## config.mk

```make
export PLATFORM = sky130hd
export DESIGN_NAME = keyword_lexer_stream_top
export DESIGN_NICKNAME = d
export VERILOG_FILES = /design/src/rtl/kls_pkg.sv /design/src/rtl/kls_scan.sv /design/src/rtl/kls_queue.sv /design/src/rtl/keyword_lexer_stream_top.sv
export SDC_FILE = /design/constraint.sdc
export NUM_CORES = 1
export LEC_CHECK = 0
export BUFFER_PORTS_ARGS = -buffer_cell sky130_fd_sc_hd__clkbuf_2
export CORE_MARGIN = 5
export CORE_UTILIZATION = 56
export DETAILED_ROUTE_END_ITERATION = 6
export PLACE_DENSITY = 0.76
export REMOVE_ABC_BUFFERS = 1
export SETUP_SLACK_MARGIN = 0.02
export SKIP_CTS_REPAIR_TIMING = 1
export SYNTH_ARGS = -nofsm -noshare
export SYNTH_HDL_FRONTEND = slang
export SYNTH_SLANG_ARGS = --single-unit
```

## constraint.sdc

```tcl
create_clock -name clk -period 8.1 [get_ports clk]
set_input_delay 0.405 -clock clk [delete_from_list [all_inputs] [get_ports clk]]
set_output_delay 0.405 -clock clk [all_outputs]
set_load 0.05 [all_outputs]
```

## src/rtl/kls_pkg.sv

```systemverilog
// kls_pkg: shared types, codes and character helpers of the keyword lexer
`timescale 1ns / 1ps
`default_nettype none

package kls_pkg;

    localparam int LEN_BITS  = 16;
    localparam int KIND_BITS = 5;
    localparam int MAX_TOKS  = 3;

    // token kinds
    localparam logic [KIND_BITS-1:0] KIND_EXIT  = 5'd0;
    localparam logic [KIND_BITS-1:0] KIND_LET   = 5'd1;
    localparam logic [KIND_BITS-1:0] KIND_IF    = 5'd2;
    localparam logic [KIND_BITS-1:0] KIND_IDENT = 5'd3;
    localparam logic [KIND_BITS-1:0] KIND_INT   = 5'd4;
    localparam logic [KIND_BITS-1:0] KIND_LPAR  = 5'd5;
    localparam logic [KIND_BITS-1:0] KIND_RPAR  = 5'd6;
    localparam logic [KIND_BITS-1:0] KIND_LBRC  = 5'd7;
    localparam logic [KIND_BITS-1:0] KIND_RBRC  = 5'd8;
    localparam logic [KIND_BITS-1:0] KIND_SEMI  = 5'd9;
    localparam logic [KIND_BITS-1:0] KIND_ASGN  = 5'd10;
    localparam logic [KIND_BITS-1:0] KIND_PLUS  = 5'd11;
    localparam logic [KIND_BITS-1:0] KIND_MINUS = 5'd12;
    localparam logic [KIND_BITS-1:0] KIND_STAR  = 5'd13;
    localparam logic [KIND_BITS-1:0] KIND_SLASH = 5'd14;
    localparam logic [KIND_BITS-1:0] KIND_END   = 5'd15;
    localparam logic [KIND_BITS-1:0] KIND_BAD   = 5'd16;

    // keyword lengths
    localparam logic [LEN_BITS-1:0] KW_LEN_EXIT = 16'd4;
    localparam logic [LEN_BITS-1:0] KW_LEN_LET  = 16'd3;
    localparam logic [LEN_BITS-1:0] KW_LEN_IF   = 16'd2;
    localparam logic [LEN_BITS-1:0] LEN_MAX     = 16'hFFFF;

    localparam logic [7:0] CH_HASH = 8'h23;
    localparam logic [7:0] CH_LF   = 8'h0A;

    typedef enum logic [2:0] {
        MODE_IDLE    = 3'd0,
        MODE_IDENT   = 3'd1,
        MODE_INT     = 3'd2,
        MODE_COMMENT = 3'd3,
        MODE_HALT    = 3'd4
    } scan_mode_t;

    // pending run state, excluding the character position
    typedef struct packed {
        scan_mode_t          mode;
        logic [LEN_BITS-1:0] run_start;
        logic [LEN_BITS-1:0] run_len;
        logic [2:0]          keyword_alive;
    } scan_state_t;

    localparam scan_state_t SCAN_RESET = '{
        mode: MODE_IDLE, run_start: '0, run_len: '0, keyword_alive: 3'b111};

    typedef struct packed {
        logic [7:0] ch;
        logic       final_char;
    } src_req_t;

    typedef struct packed {
        logic [KIND_BITS-1:0] kind;
        logic [LEN_BITS-1:0]  start_pos;
        logic [LEN_BITS-1:0]  tok_length;
        logic                 run_last;
    } tok_req_t;

    typedef struct packed {
        logic [KIND_BITS-1:0] kind;
        logic [LEN_BITS-1:0]  start_pos;
        logic [LEN_BITS-1:0]  tok_length;
    } tok_t;

    // all results caused by one request
    typedef struct packed {
        logic [1:0]                cnt;
        tok_t [MAX_TOKS-1:0]       tok;
    } bundle_t;

    function automatic logic is_letter(logic [7:0] c);
        return (c >= 8'h41 && c <= 8'h5A) || (c >= 8'h61 && c <= 8'h7A);
    endfunction

    function automatic logic is_digit(logic [7:0] c);
        return c >= 8'h30 && c <= 8'h39;
    endfunction

    function automatic logic is_space(logic [7:0] c);
        return c == 8'h20 || (c >= 8'h09 && c <= 8'h0D);
    endfunction

    // punctuation lookup, returns KIND_BAD when not punctuation
    function automatic logic [KIND_BITS-1:0] punct_kind(logic [7:0] c);
        logic [KIND_BITS-1:0] k;
        unique case (c)
            8'h28:   k = KIND_LPAR;
            8'h29:   k = KIND_RPAR;
            8'h7B:   k = KIND_LBRC;
            8'h7D:   k = KIND_RBRC;
            8'h3B:   k = KIND_SEMI;
            8'h3D:   k = KIND_ASGN;
            8'h2B:   k = KIND_PLUS;
            8'h2D:   k = KIND_MINUS;
            8'h2A:   k = KIND_STAR;
            8'h2F:   k = KIND_SLASH;
            default: k = KIND_BAD;
        endcase
        return k;
    endfunction

    // keyword letters: 0 exit, 1 let, 2 if
    function automatic logic [7:0] kw_char(logic [1:0] k, logic [1:0] i);
        logic [7:0] c;
        unique case ({k, i})
            4'b00_00: c = 8'h65; // e
            4'b00_01: c = 8'h78; // x
            4'b00_10: c = 8'h69; // i
            4'b00_11: c = 8'h74; // t
            4'b01_00: c = 8'h6C; // l
            4'b01_01: c = 8'h65; // e
            4'b01_10: c = 8'h74; // t
            4'b10_00: c = 8'h69; // i
            4'b10_01: c = 8'h66; // f
            default:  c = 8'h00;
        endcase
        return c;
    endfunction

    // keyword candidates after appending c at offset len
    function automatic logic [2:0] kw_step(logic [2:0] alive, logic [LEN_BITS-1:0] len,
                                           logic [7:0] c);
        logic [2:0] m;
        m[0] = (len < KW_LEN_EXIT) && (kw_char(2'd0, len[1:0]) == c);
        m[1] = (len < KW_LEN_LET)  && (kw_char(2'd1, len[1:0]) == c);
        m[2] = (len < KW_LEN_IF)   && (kw_char(2'd2, len[1:0]) == c);
        return alive & m;
    endfunction

    function automatic logic [LEN_BITS-1:0] len_inc(logic [LEN_BITS-1:0] len);
        return (len == LEN_MAX) ? len : LEN_BITS'(len + 1'b1);
    endfunction

    // token for a pending run
    function automatic tok_t flush_tok(scan_state_t s);
        tok_t t;
        t.start_pos  = s.run_start;
        t.tok_length = s.run_len;
        if (s.mode != MODE_IDENT)
            t.kind = KIND_INT;
        else if (s.keyword_alive[0] && s.run_len == KW_LEN_EXIT)
            t.kind = KIND_EXIT;
        else if (s.keyword_alive[1] && s.run_len == KW_LEN_LET)
            t.kind = KIND_LET;
        else if (s.keyword_alive[2] && s.run_len == KW_LEN_IF)
            t.kind = KIND_IF;
        else
            t.kind = KIND_IDENT;
        return t;
    endfunction

endpackage

`default_nettype wire

```

## src/rtl/kls_scan.sv

```systemverilog
// kls_scan: next scan state and result bundle for one source character
`timescale 1ns / 1ps
`default_nettype none

module kls_scan
    import kls_pkg::*;
#(
    parameter int POS_BITS = 16
) (
    input  wire scan_state_t         cur,
    input  wire logic [POS_BITS-1:0] pos,
    input  wire src_req_t            src,
    output scan_state_t              nxt,
    output logic [POS_BITS-1:0]      pos_nxt,
    output bundle_t                  bundle
);

    localparam logic [POS_BITS-1:0] POS_MAX = {POS_BITS{1'b1}};

    logic [POS_BITS-1:0] pos_inc;
    logic [1:0]          n;
    logic                taken;
    logic [7:0]          c;
    logic [KIND_BITS-1:0] pk;

    always_comb
    begin
        c       = src.ch;
        pk      = punct_kind(c);
        pos_inc = (pos == POS_MAX) ? pos : POS_BITS'(pos + 1'b1);
        nxt     = cur;
        bundle  = '0;
        n       = 2'd0;
        taken   = 1'b0;

        // continue or close the pending run
        unique case (cur.mode)
            MODE_HALT:
            begin
                taken = 1'b1;
            end
            MODE_COMMENT:
            begin
                if (c == CH_LF)
                    nxt.mode = MODE_IDLE;
                taken = 1'b1;
            end
            MODE_IDENT, MODE_INT:
            begin
                if (is_digit(c) || (cur.mode == MODE_IDENT && is_letter(c)))
                begin
                    nxt.keyword_alive = kw_step(cur.keyword_alive, cur.run_len, c);
                    nxt.run_len       = len_inc(cur.run_len);
                    taken             = 1'b1;
                end
                else
                begin
                    bundle.tok[n] = flush_tok(cur);
                    n             = n + 2'd1;
                    nxt.mode      = MODE_IDLE;
                end
            end
            default:
            begin
                nxt.mode = MODE_IDLE;
            end
        endcase

        // character not absorbed by a run, comment or halt
        if (!taken)
        begin
            priority if (is_letter(c) || is_digit(c))
            begin
                nxt.run_start     = 16'(pos);
                nxt.run_len       = 16'd1;
                nxt.keyword_alive = kw_step(3'b111, '0, c);
                nxt.mode          = is_letter(c) ? MODE_IDENT : MODE_INT;
            end
            else if (is_space(c))
            begin
                nxt.mode = nxt.mode;
            end
            else if (c == CH_HASH)
            begin
                nxt.mode = MODE_COMMENT;
            end
            else
            begin
                bundle.tok[n] = '{kind: pk, start_pos: 16'(pos), tok_length: 16'd1};
                n             = n + 2'd1;
                if (pk == KIND_BAD)
                    nxt.mode = MODE_HALT;
            end
        end

        // end of source: close any run, emit end, start afresh
        if (src.final_char)
        begin
            if (nxt.mode == MODE_IDENT || nxt.mode == MODE_INT)
            begin
                bundle.tok[n] = flush_tok(nxt);
                n             = n + 2'd1;
            end
            bundle.tok[n] = '{kind: KIND_END, start_pos: 16'(pos_inc), tok_length: 16'd0};
            n             = n + 2'd1;
            nxt           = SCAN_RESET;
            pos_nxt       = '0;
        end
        else
        begin
            pos_nxt = pos_inc;
        end

        bundle.cnt = n;
    end

endmodule

`default_nettype wire

```

## src/rtl/kls_queue.sv

```systemverilog
// kls_queue: two-entry bundle queue that hands out one token per cycle unless stalled
`timescale 1ns / 1ps
`default_nettype none

module kls_queue
    import kls_pkg::*;
(
    input  wire logic    clk,
    input  wire logic    rst_n,
    input  wire logic    push,
    input  wire bundle_t bundle,
    output logic         full,
    output logic         valid,
    input  wire logic    stall,
    output tok_req_t     data
);

    bundle_t    mem_reg [2];
    logic       wr_ptr_reg, wr_ptr_next;
    logic       rd_ptr_reg, rd_ptr_next;
    logic [1:0] count_reg, count_next;
    logic [1:0] sub_reg, sub_next;
    bundle_t    head;
    logic       last_tok;
    logic       pop_tok;
    logic       pop_bundle;

    always_comb
    begin
        head            = mem_reg[rd_ptr_reg];
        full            = (count_reg == 2'd2);
        valid           = (count_reg != 2'd0);
        last_tok        = (sub_reg == 2'(head.cnt - 2'd1));
        data.kind       = head.tok[sub_reg].kind;
        data.start_pos  = head.tok[sub_reg].start_pos;
        data.tok_length = head.tok[sub_reg].tok_length;
        data.run_last   = last_tok;

        pop_tok     = valid && !stall;
        pop_bundle  = pop_tok && last_tok;
        wr_ptr_next = push ? !wr_ptr_reg : wr_ptr_reg;
        rd_ptr_next = pop_bundle ? !rd_ptr_reg : rd_ptr_reg;
        count_next  = 2'(count_reg + {1'b0, push} - {1'b0, pop_bundle});
        if (pop_bundle)
            sub_next = 2'd0;
        else if (pop_tok)
            sub_next = sub_reg + 2'd1;
        else
            sub_next = sub_reg;
    end

    always_ff @(posedge clk or negedge rst_n)
    begin
        if (!rst_n)
        begin
            wr_ptr_reg <= 1'b0;
            rd_ptr_reg <= 1'b0;
            count_reg  <= 2'd0;
            sub_reg    <= 2'd0;
        end
        else
        begin
            wr_ptr_reg <= wr_ptr_next;
            rd_ptr_reg <= rd_ptr_next;
            count_reg  <= count_next;
            sub_reg    <= sub_next;
        end
    end

    always_ff @(posedge clk)
    begin
        if (push)
            mem_reg[wr_ptr_reg] <= bundle;
    end

endmodule

`default_nettype wire

```

## src/rtl/keyword_lexer_stream_top.sv

```systemverilog
// keyword_lexer_stream_top: streaming tokenizer for identifiers, keywords, integers, punctuation
//
// usage
//   src channel: one source character per request (ch, final_char), final_char
//   on the last character of a source text
//   tok channel: tokens as kind, start_pos, tok_length; run_last marks the last
//   token caused by one character
//   queueing: a taken character's tokens are registered behind earlier bundles
//   throughput: one character per cycle while src_stall is low; a character gives
//   0 to 3 tokens, the tok side hands out one token per cycle while tok_stall is
//   low; bursts drain from a two-entry bundle queue that stalls src only when full
//   reset: queue empty, scanner idle at position zero, src_stall low
//   receiver stall: tokens hold steady; once the queue fills, src is stalled
//   end of source: pending run and end token are emitted, then every piece of
//   scan state returns to its reset value for the next text
//   character position saturates at 2^POS_BITS - 1, run length at 65535
`timescale 1ns / 1ps
`default_nettype none

module keyword_lexer_stream_top
    import kls_pkg::*;
#(
    parameter int POS_BITS = 16
) (
    input  wire logic     clk,
    input  wire logic     rst_n,
    input  wire logic     src_valid,
    output logic          src_stall,
    input  wire src_req_t src_data,
    output logic          tok_valid,
    input  wire logic     tok_stall,
    output tok_req_t      tok_data
);

    // scanner state, advanced on every taken character
    scan_state_t         scan_reg, scan_next;
    logic [POS_BITS-1:0] pos_reg, pos_next;

    bundle_t bundle;
    logic    accept;
    logic    push;
    logic    full;

    kls_scan #(
        .POS_BITS (POS_BITS)
    ) u_scan (
        .cur     (scan_reg),
        .pos     (pos_reg),
        .src     (src_data),
        .nxt     (scan_next),
        .pos_nxt (pos_next),
        .bundle  (bundle)
    );

    // accept whenever the bundle queue has a free entry
    assign src_stall = full;
    assign accept    = src_valid && !src_stall;
    // characters with no tokens leave the queue untouched
    assign push      = accept && (bundle.cnt != 2'd0);

    always_ff @(posedge clk or negedge rst_n)
    begin
        if (!rst_n)
        begin
            scan_reg <= SCAN_RESET;
            pos_reg  <= '0;
        end
        else if (accept)
        begin
            scan_reg <= scan_next;
            pos_reg  <= pos_next;
        end
    end

    kls_queue u_queue (
        .clk    (clk),
        .rst_n  (rst_n),
        .push   (push),
        .bundle (bundle),
        .full   (full),
        .valid  (tok_valid),
        .stall  (tok_stall),
        .data   (tok_data)
    );

    // end of source leaves the scanner in its reset state
    a_final_resets: assert property (@(posedge clk) disable iff (!rst_n)
        accept && src_data.final_char |=> pos_reg == '0 && scan_reg.mode == MODE_IDLE)
        else $error("scan state not cleared after end of source");

    // halted scanner stays halted until the end of source
    a_halt_sticky: assert property (@(posedge clk) disable iff (!rst_n)
        scan_reg.mode == MODE_HALT && !(accept && src_data.final_char)
        |=> scan_reg.mode == MODE_HALT)
        else $error("halt left before end of source");

    // end token closes the request burst and has no length
    a_end_last: assert property (@(posedge clk) disable iff (!rst_n)
        tok_valid && tok_data.kind == KIND_END |-> tok_data.run_last
        && tok_data.tok_length == 16'd0)
        else $error("end token not last or with length");

    // a burst does not break off before its last token
    a_burst_cont: assert property (@(posedge clk) disable iff (!rst_n)
        tok_valid && !tok_stall && !tok_data.run_last |=> tok_valid)
        else $error("token burst cut short");

endmodule

`default_nettype wire
```

Word level (Yosys, flattened, before mapping)

Memory sizes are Yosys's and may differ from the RTL's.
Cells that the tools add are included.

Register bits after elaboration: 60
Bits in latches: 0
Bits in writable memories: 226
Bits in read-only memories: 0
Input bits: 13
Output and inout port bits: 40
Memories: 1

Memory list:

| name            | depth | width | read ports | clocked after Yosys merged registers in | write ports | RTL line        | text |
|---|---|---|---|---|---|---|---|
| u_queue.mem_reg | 2     | 113   | 1          | 0                                       | 1           | kls_queue.sv:18 | `bundle_t mem_reg [2];` |

Add/sub/neg operators: 9
$mul: 0
Div/mod/pow operators: 0
$lt $le $gt $ge: 18
Equal/unequal tests: 41
Shift-type cells: 0
Multiplexer cells: 77
Bitwise gates (word level): 1
Reduce and logical (&&, ||, !) cells: 36

Operators with widths:

| kind                    | number |
|---|---|
| $mux W111               | 7 |
| $bwmux W111             | 3 |
| $demux W37 S2           | 3 |
| $mux W37                | 6 |
| $mux W8                 | 12 |
| $eq A8 B6 Y1 const B    | 10 |
| $mux W38                | 2 |
| $bmux W37 S2            | 1 |
| $eq A16 B2 Y1 const B   | 4 |
| $pmux W5 S10            | 1 |
| $eq A8 B8 Y1            | 6 |
| $mux W16                | 3 |
| $mux W5                 | 8 |
| $mux W19                | 2 |
| $mux W35                | 1 |
| $add A16 B1 Y16 const B | 2 |
| $eq A16 B16 Y1 const B  | 2 |
| $eq A16 B3 Y1 const B   | 2 |
| $lt A16 B2 Y1 const B   | 2 |
| $pmux W8 S4             | 1 |
| $mux W2                 | 11 |
| $logic_and A1 B1 Y1     | 21 |
| $pmux W7 S3             | 1 |
| $mux W3                 | 6 |
| 33 further kinds        | 65 |

Longest topological paths before layout

Depth in word-level cells: 27
Mapped depth: 21
Depth with buffers taken out: 17

By module

From an unflattened synthesis, not the netlist that was laid out.

Cell total of the unflattened synthesis: 1292
Area total of the unflattened synthesis: 15582.4 µm²

Modules (own cells, without submodules):

| module                   | instances | cells an instance | area each (µm²) |
|---|---|---|---|
| kls_queue                | 1         | 451               | 9076.2 |
| kls_scan                 | 1         | 725               | 4217.8 |
| keyword_lexer_stream_top | 1         | 116               | 2288.4 |

Worst setup path before layout

Ideal clock, no wire load.

Path kind: input -> register
Start point: input port src_data[2] in the netlist's numbering
End point: memory u_queue.mem_reg[0][0] in the netlist's numbering, enable pin
Data arrival time: 8.189 ns
Setup slack: -0.673 ns
Stages on the path: 16
Path through: or4_1 > o221ai_2 > buf_2 > o211ai_2 > inv_1 > clkbuf_1 > ha_1 > a31oi_1 > o21ai_2 > inv_1 > ha_1 > a21oi_1 > ha_1 > nand2_1 > o311ai_2 > nor2_1

Cells in the longest elaborated chain, start to end: 22
Elaborated cells between the ends (all ways): 62
Classes of those cells: add/sub: 3; order compare: 8; eq/ne: 16; mux: 23; reduce/logical: 12

RTL lines:

| what                                                                  | RTL line                       | text |
|---|---|---|
| from (decl)                                                           | keyword_lexer_stream_top.sv:29 | `input wire src_req_t src_data,` |
| parallel branches: the longest is 17 deep, another holds $ge A8 B7 Y1 | n/a                            |  |
| $mux W2 (*)                                                           | kls_scan.sv:97                 | `if (src.final_char)` |
| $reduce_bool A2 Y1 (*)                                                | keyword_lexer_stream_top.sv:59 | `assign push = accept && (bundle.cnt != 2'd0);` |
| $logic_and A1 B1 Y1 (*)                                               | keyword_lexer_stream_top.sv:59 |  |
| $mux W1 (*)                                                           | kls_queue.sv:72                | `if (push)` |
| $mux W1 (not written as such) (*)                                     | kls_queue.sv:73                | `mem_reg[wr_ptr_reg] <= bundle;` |
| to (decl)                                                             | kls_queue.sv:18                |  |

Every way passes the cells marked *. The select of a mux whose other input is x is not followed.

==> results.cfg <==
[run_status]
status = complete, no violations

[finish]
syn2layout_area_growth_pct = 10.6
final_area_um2 = 16300
n_antenna_cell = 0
nets = 1327
drive_gt1_frac = 0.142
largest_reg_flops = 224

[synthesis]
synth_edf_count = 224
synthArstFlopShare = 0.211
yosys_most_used_dff = edfxtp_1
netlist_area_um2 = 14700
seq_area_frac_synth = 0.560
ys_ff_latch = 284
syn_inst = 1292
ys_warn_count = 0
syn_area_per_cell_um2 = 11.4
synth_cell_type_count = 81

[power_and_ir_drop]
p_seq_frac = 0.354
p_int_uw = 3710
leakagePower_uw = 0.00593
p_switching_uw = 2590
powerDensity_nw_per_um2 = 387
power_frac_clock = 0.239
switching_share = 0.411
vdd_drop_max_mv = 0.452
pwr-share-comb = 0.407

[die]
coreArea_um2 = 26000
initial_utilization = 0.566
fp.dieW_um = 172
fp.dieArea_um2 = 29600
fp.dieH_um = 172
num_rows = 59
io_pins = 53

[clocking]
clock_sinks = 284
root_buffer = clkbuf_16
htree_levels = 1
numCtsBuffers = 31
cts_tree = done
clk_latency_ns = 0.58
clkSlewWorstSetupHoldPaths_ns = 0.07
clk_path_buf_depth = 3

[placement]
place_ws_ns = 1.90
gp_congestion = 0.904
placed_cell_area_um2 = 15200
io_buffers = 52
hpwl_um = 24600

[worst_setup_path]
path_max_fanout = 20
cpMaxStageDelayCell = nor2_1
endpoint_kind = flop
reg2reg_depth = 16
cpPeakStageDelay_ns = 0.83
rrSetupSlack_ns = 2.57
path_class = input pin to flop
crit_path_cell_trace = clkbuf_2, or4_1, o221ai_2, o211ai_2, inv_1, ha_1, a31oi_1, o21ai_2, inv_1, ha_1, a21oi_1, ha_1, inv_1, nor2_1, nor2_2, a211oi_1, o22ai_1
required_ns = 8.39
arrival_ns = 5.99
r2r-end = u_queue.mem_reg[1][56]$_DFFE_PP_
start_kind = input pin
worstReg2RegStart = scan_reg[35]$_DFFE_PN0P_

[drt]
first_iter_violations = 1627
firstDrtPassIters = 6
wire_per_inst_um = 23.2
drcViolationCount = 0
drt.antenna.violating_nets = 0
vias_per_cell = 6.64
vias = 11018
finalWirelength_um = 38500

[sta]
max_freq_mhz = 175
finalSetupViolCount = 0
fin_worst_skew_ns = 0.0343
hold_violations = 0
rsz0062_at_grt = no
period_share = 0.704
slew_headroom = 0.276
layout_setup_ws_ns = 2.40
min_period_ns = 5.70
setup_tns_ns = 0
slew_viol_final = 0
max_slew.worst_pin.slew_ns = 1.09

[job]
cap_violations = 0

[grt]
grt_pass1_vias = 10846
use_met1 = 0.396
grt.overflow.total = 0
grt_max_degree = 77
busiest_layer = met2
grt_use_met3 = 0.0405
grt_pass1_wl_um = 61300
antenna_found_initial = 0
grtUsageMet2 = 0.402
track_usage = 0.264

[worst_hold_path]
hp-class = input pin to asynchronous set/reset pin
==> routing by layer <==
metal | wire [um] | vias up
met3 | 3400 | 82
met5 | 0 | -
met4 | 1090 | 0
li1 | - | 4915
met2 | 17800 | 605
met1 | 16300 | 5416
==> how the worst max path moves through the flow <==
| stage | startpoint | end | slack [ns] | cells after the start |
|---|---|---|---|---|
| floorplan | src_data[2] | u_queue.mem_reg[0][0]$_DFFE_PP_ | -0.55 | 14 |
| global placement | src_data[3] | u_queue.mem_reg[0][56]$_DFFE_PP_ | 2.04 | 17 |
| detailed placement | src_data[3] | u_queue.mem_reg[0][56]$_DFFE_PP_ | 1.90 | 17 |
| CTS | src_data[3] | u_queue.mem_reg[1][56]$_DFFE_PP_ | 2.51 | 17 |
| global route | src_data[4] | u_queue.mem_reg[1][56]$_DFFE_PP_ | 1.97 | 17 |
| finish | src_data[3] | u_queue.mem_reg[1][56]$_DFFE_PP_ | 2.40 | 17 |
==> worst max-delay path: cells and delay by family <==
family,cells,cell delay (ns)
simple gates,3,1.73
buf+inv,4,1.06
fa+ha+maj,3,1.05
compound gates,7,1.73
==> synth_stat cells, drive strengths merged (22+ instances only) <==
library cell  count  share of area
mux4             37          0.057
xnor2            22          0.013
o21ai            98          0.034
inv              67          0.017
nor2             84          0.022
a21oi            37          0.013
nand2           143          0.036
dfrtp            57          0.097
buf              25         0.0089
edfxtp          224           0.46
mux2i            51          0.035
clkbuf           72          0.018
nand3            24         0.0082
nor3             27         0.0095
o22ai            67          0.029
==> through the flow <==
stage / hold WS, ns / util / total power [uW] / std cells
6_report: 0.0410 / 0.626 / 6290 / 1659
5_1_grt: 0.116 / 0.626 / 6590 / 1659
4_1_cts: 0.0717 / 0.626 / 6310 / 1659
3_5_place_dp: 0.480 / 0.584 / 4810 / 1601
3_3_place_gp: 0.469 / 0.584 / 4750 / 1601
2_1_floorplan: 0.109 / - / 4120 / 1195
==> placed cells by master, fill, tap and decap left out, types with 10 or more instances in the layout <==
cell type,netlist,routed
clkbuf_2,1,52
a22oi_1,10,10
nand2_1,143,143
mux2i_1,51,51
nand4_1,12,12
clkbuf_16,0,31
xnor2_1,22,22
a211oi_1,10,10
nor3_1,26,26
nand2b_1,12,11
ha_1,15,15
a22o_1,16,16
o21ai_0,95,95
nor2_1,83,81
o22ai_1,66,66
mux4_2,37,37
a21oi_1,37,36
buf_4,2,19
and3_1,12,12
edfxtp_1,224,224
inv_1,67,67
dfrtp_1,57,54
a31oi_1,16,16
nand3_1,24,24
==> final cells by class <==
class	count	area, um^2
fillers	2016	9720
flip-flops and latches	284	8240
multi-input cells	843	5850
clock buffers	39	826
well taps	335	419
repair buffers	71	403
clock inverters	19	270
inverters	68	255
==> cell families (layout without fill, tap and decap cells) <==
family / after synthesis / after routing / share of synthesized area
multiplexers: 91 / 91 / 0.0936
AND/OR/NAND/NOR: 369 / 369 / 0.118
adder cells (fa/ha/maj): 16 / 16 / 0.0134
XOR/XNOR: 30 / 30 / 0.0179
flip-flops: 284 / 284 / 0.560
buffers and inverters: 165 / 197 / 0.0447
AO/OA/AOI/OAI: 337 / 337 / 0.152
==> power by group through the flow <==
stage	logic, uW	clock network, uW	registers [uW]
6_report	2560	1500	2230
3_3_place_gp	2510	0	2230
3_5_place_dp	2550	0	2260
2_1_floorplan	1820	0	2310
4_1_cts	2560	1520	2230
5_1_grt	2740	1590	2260
(Power assumes the default switching activity.)
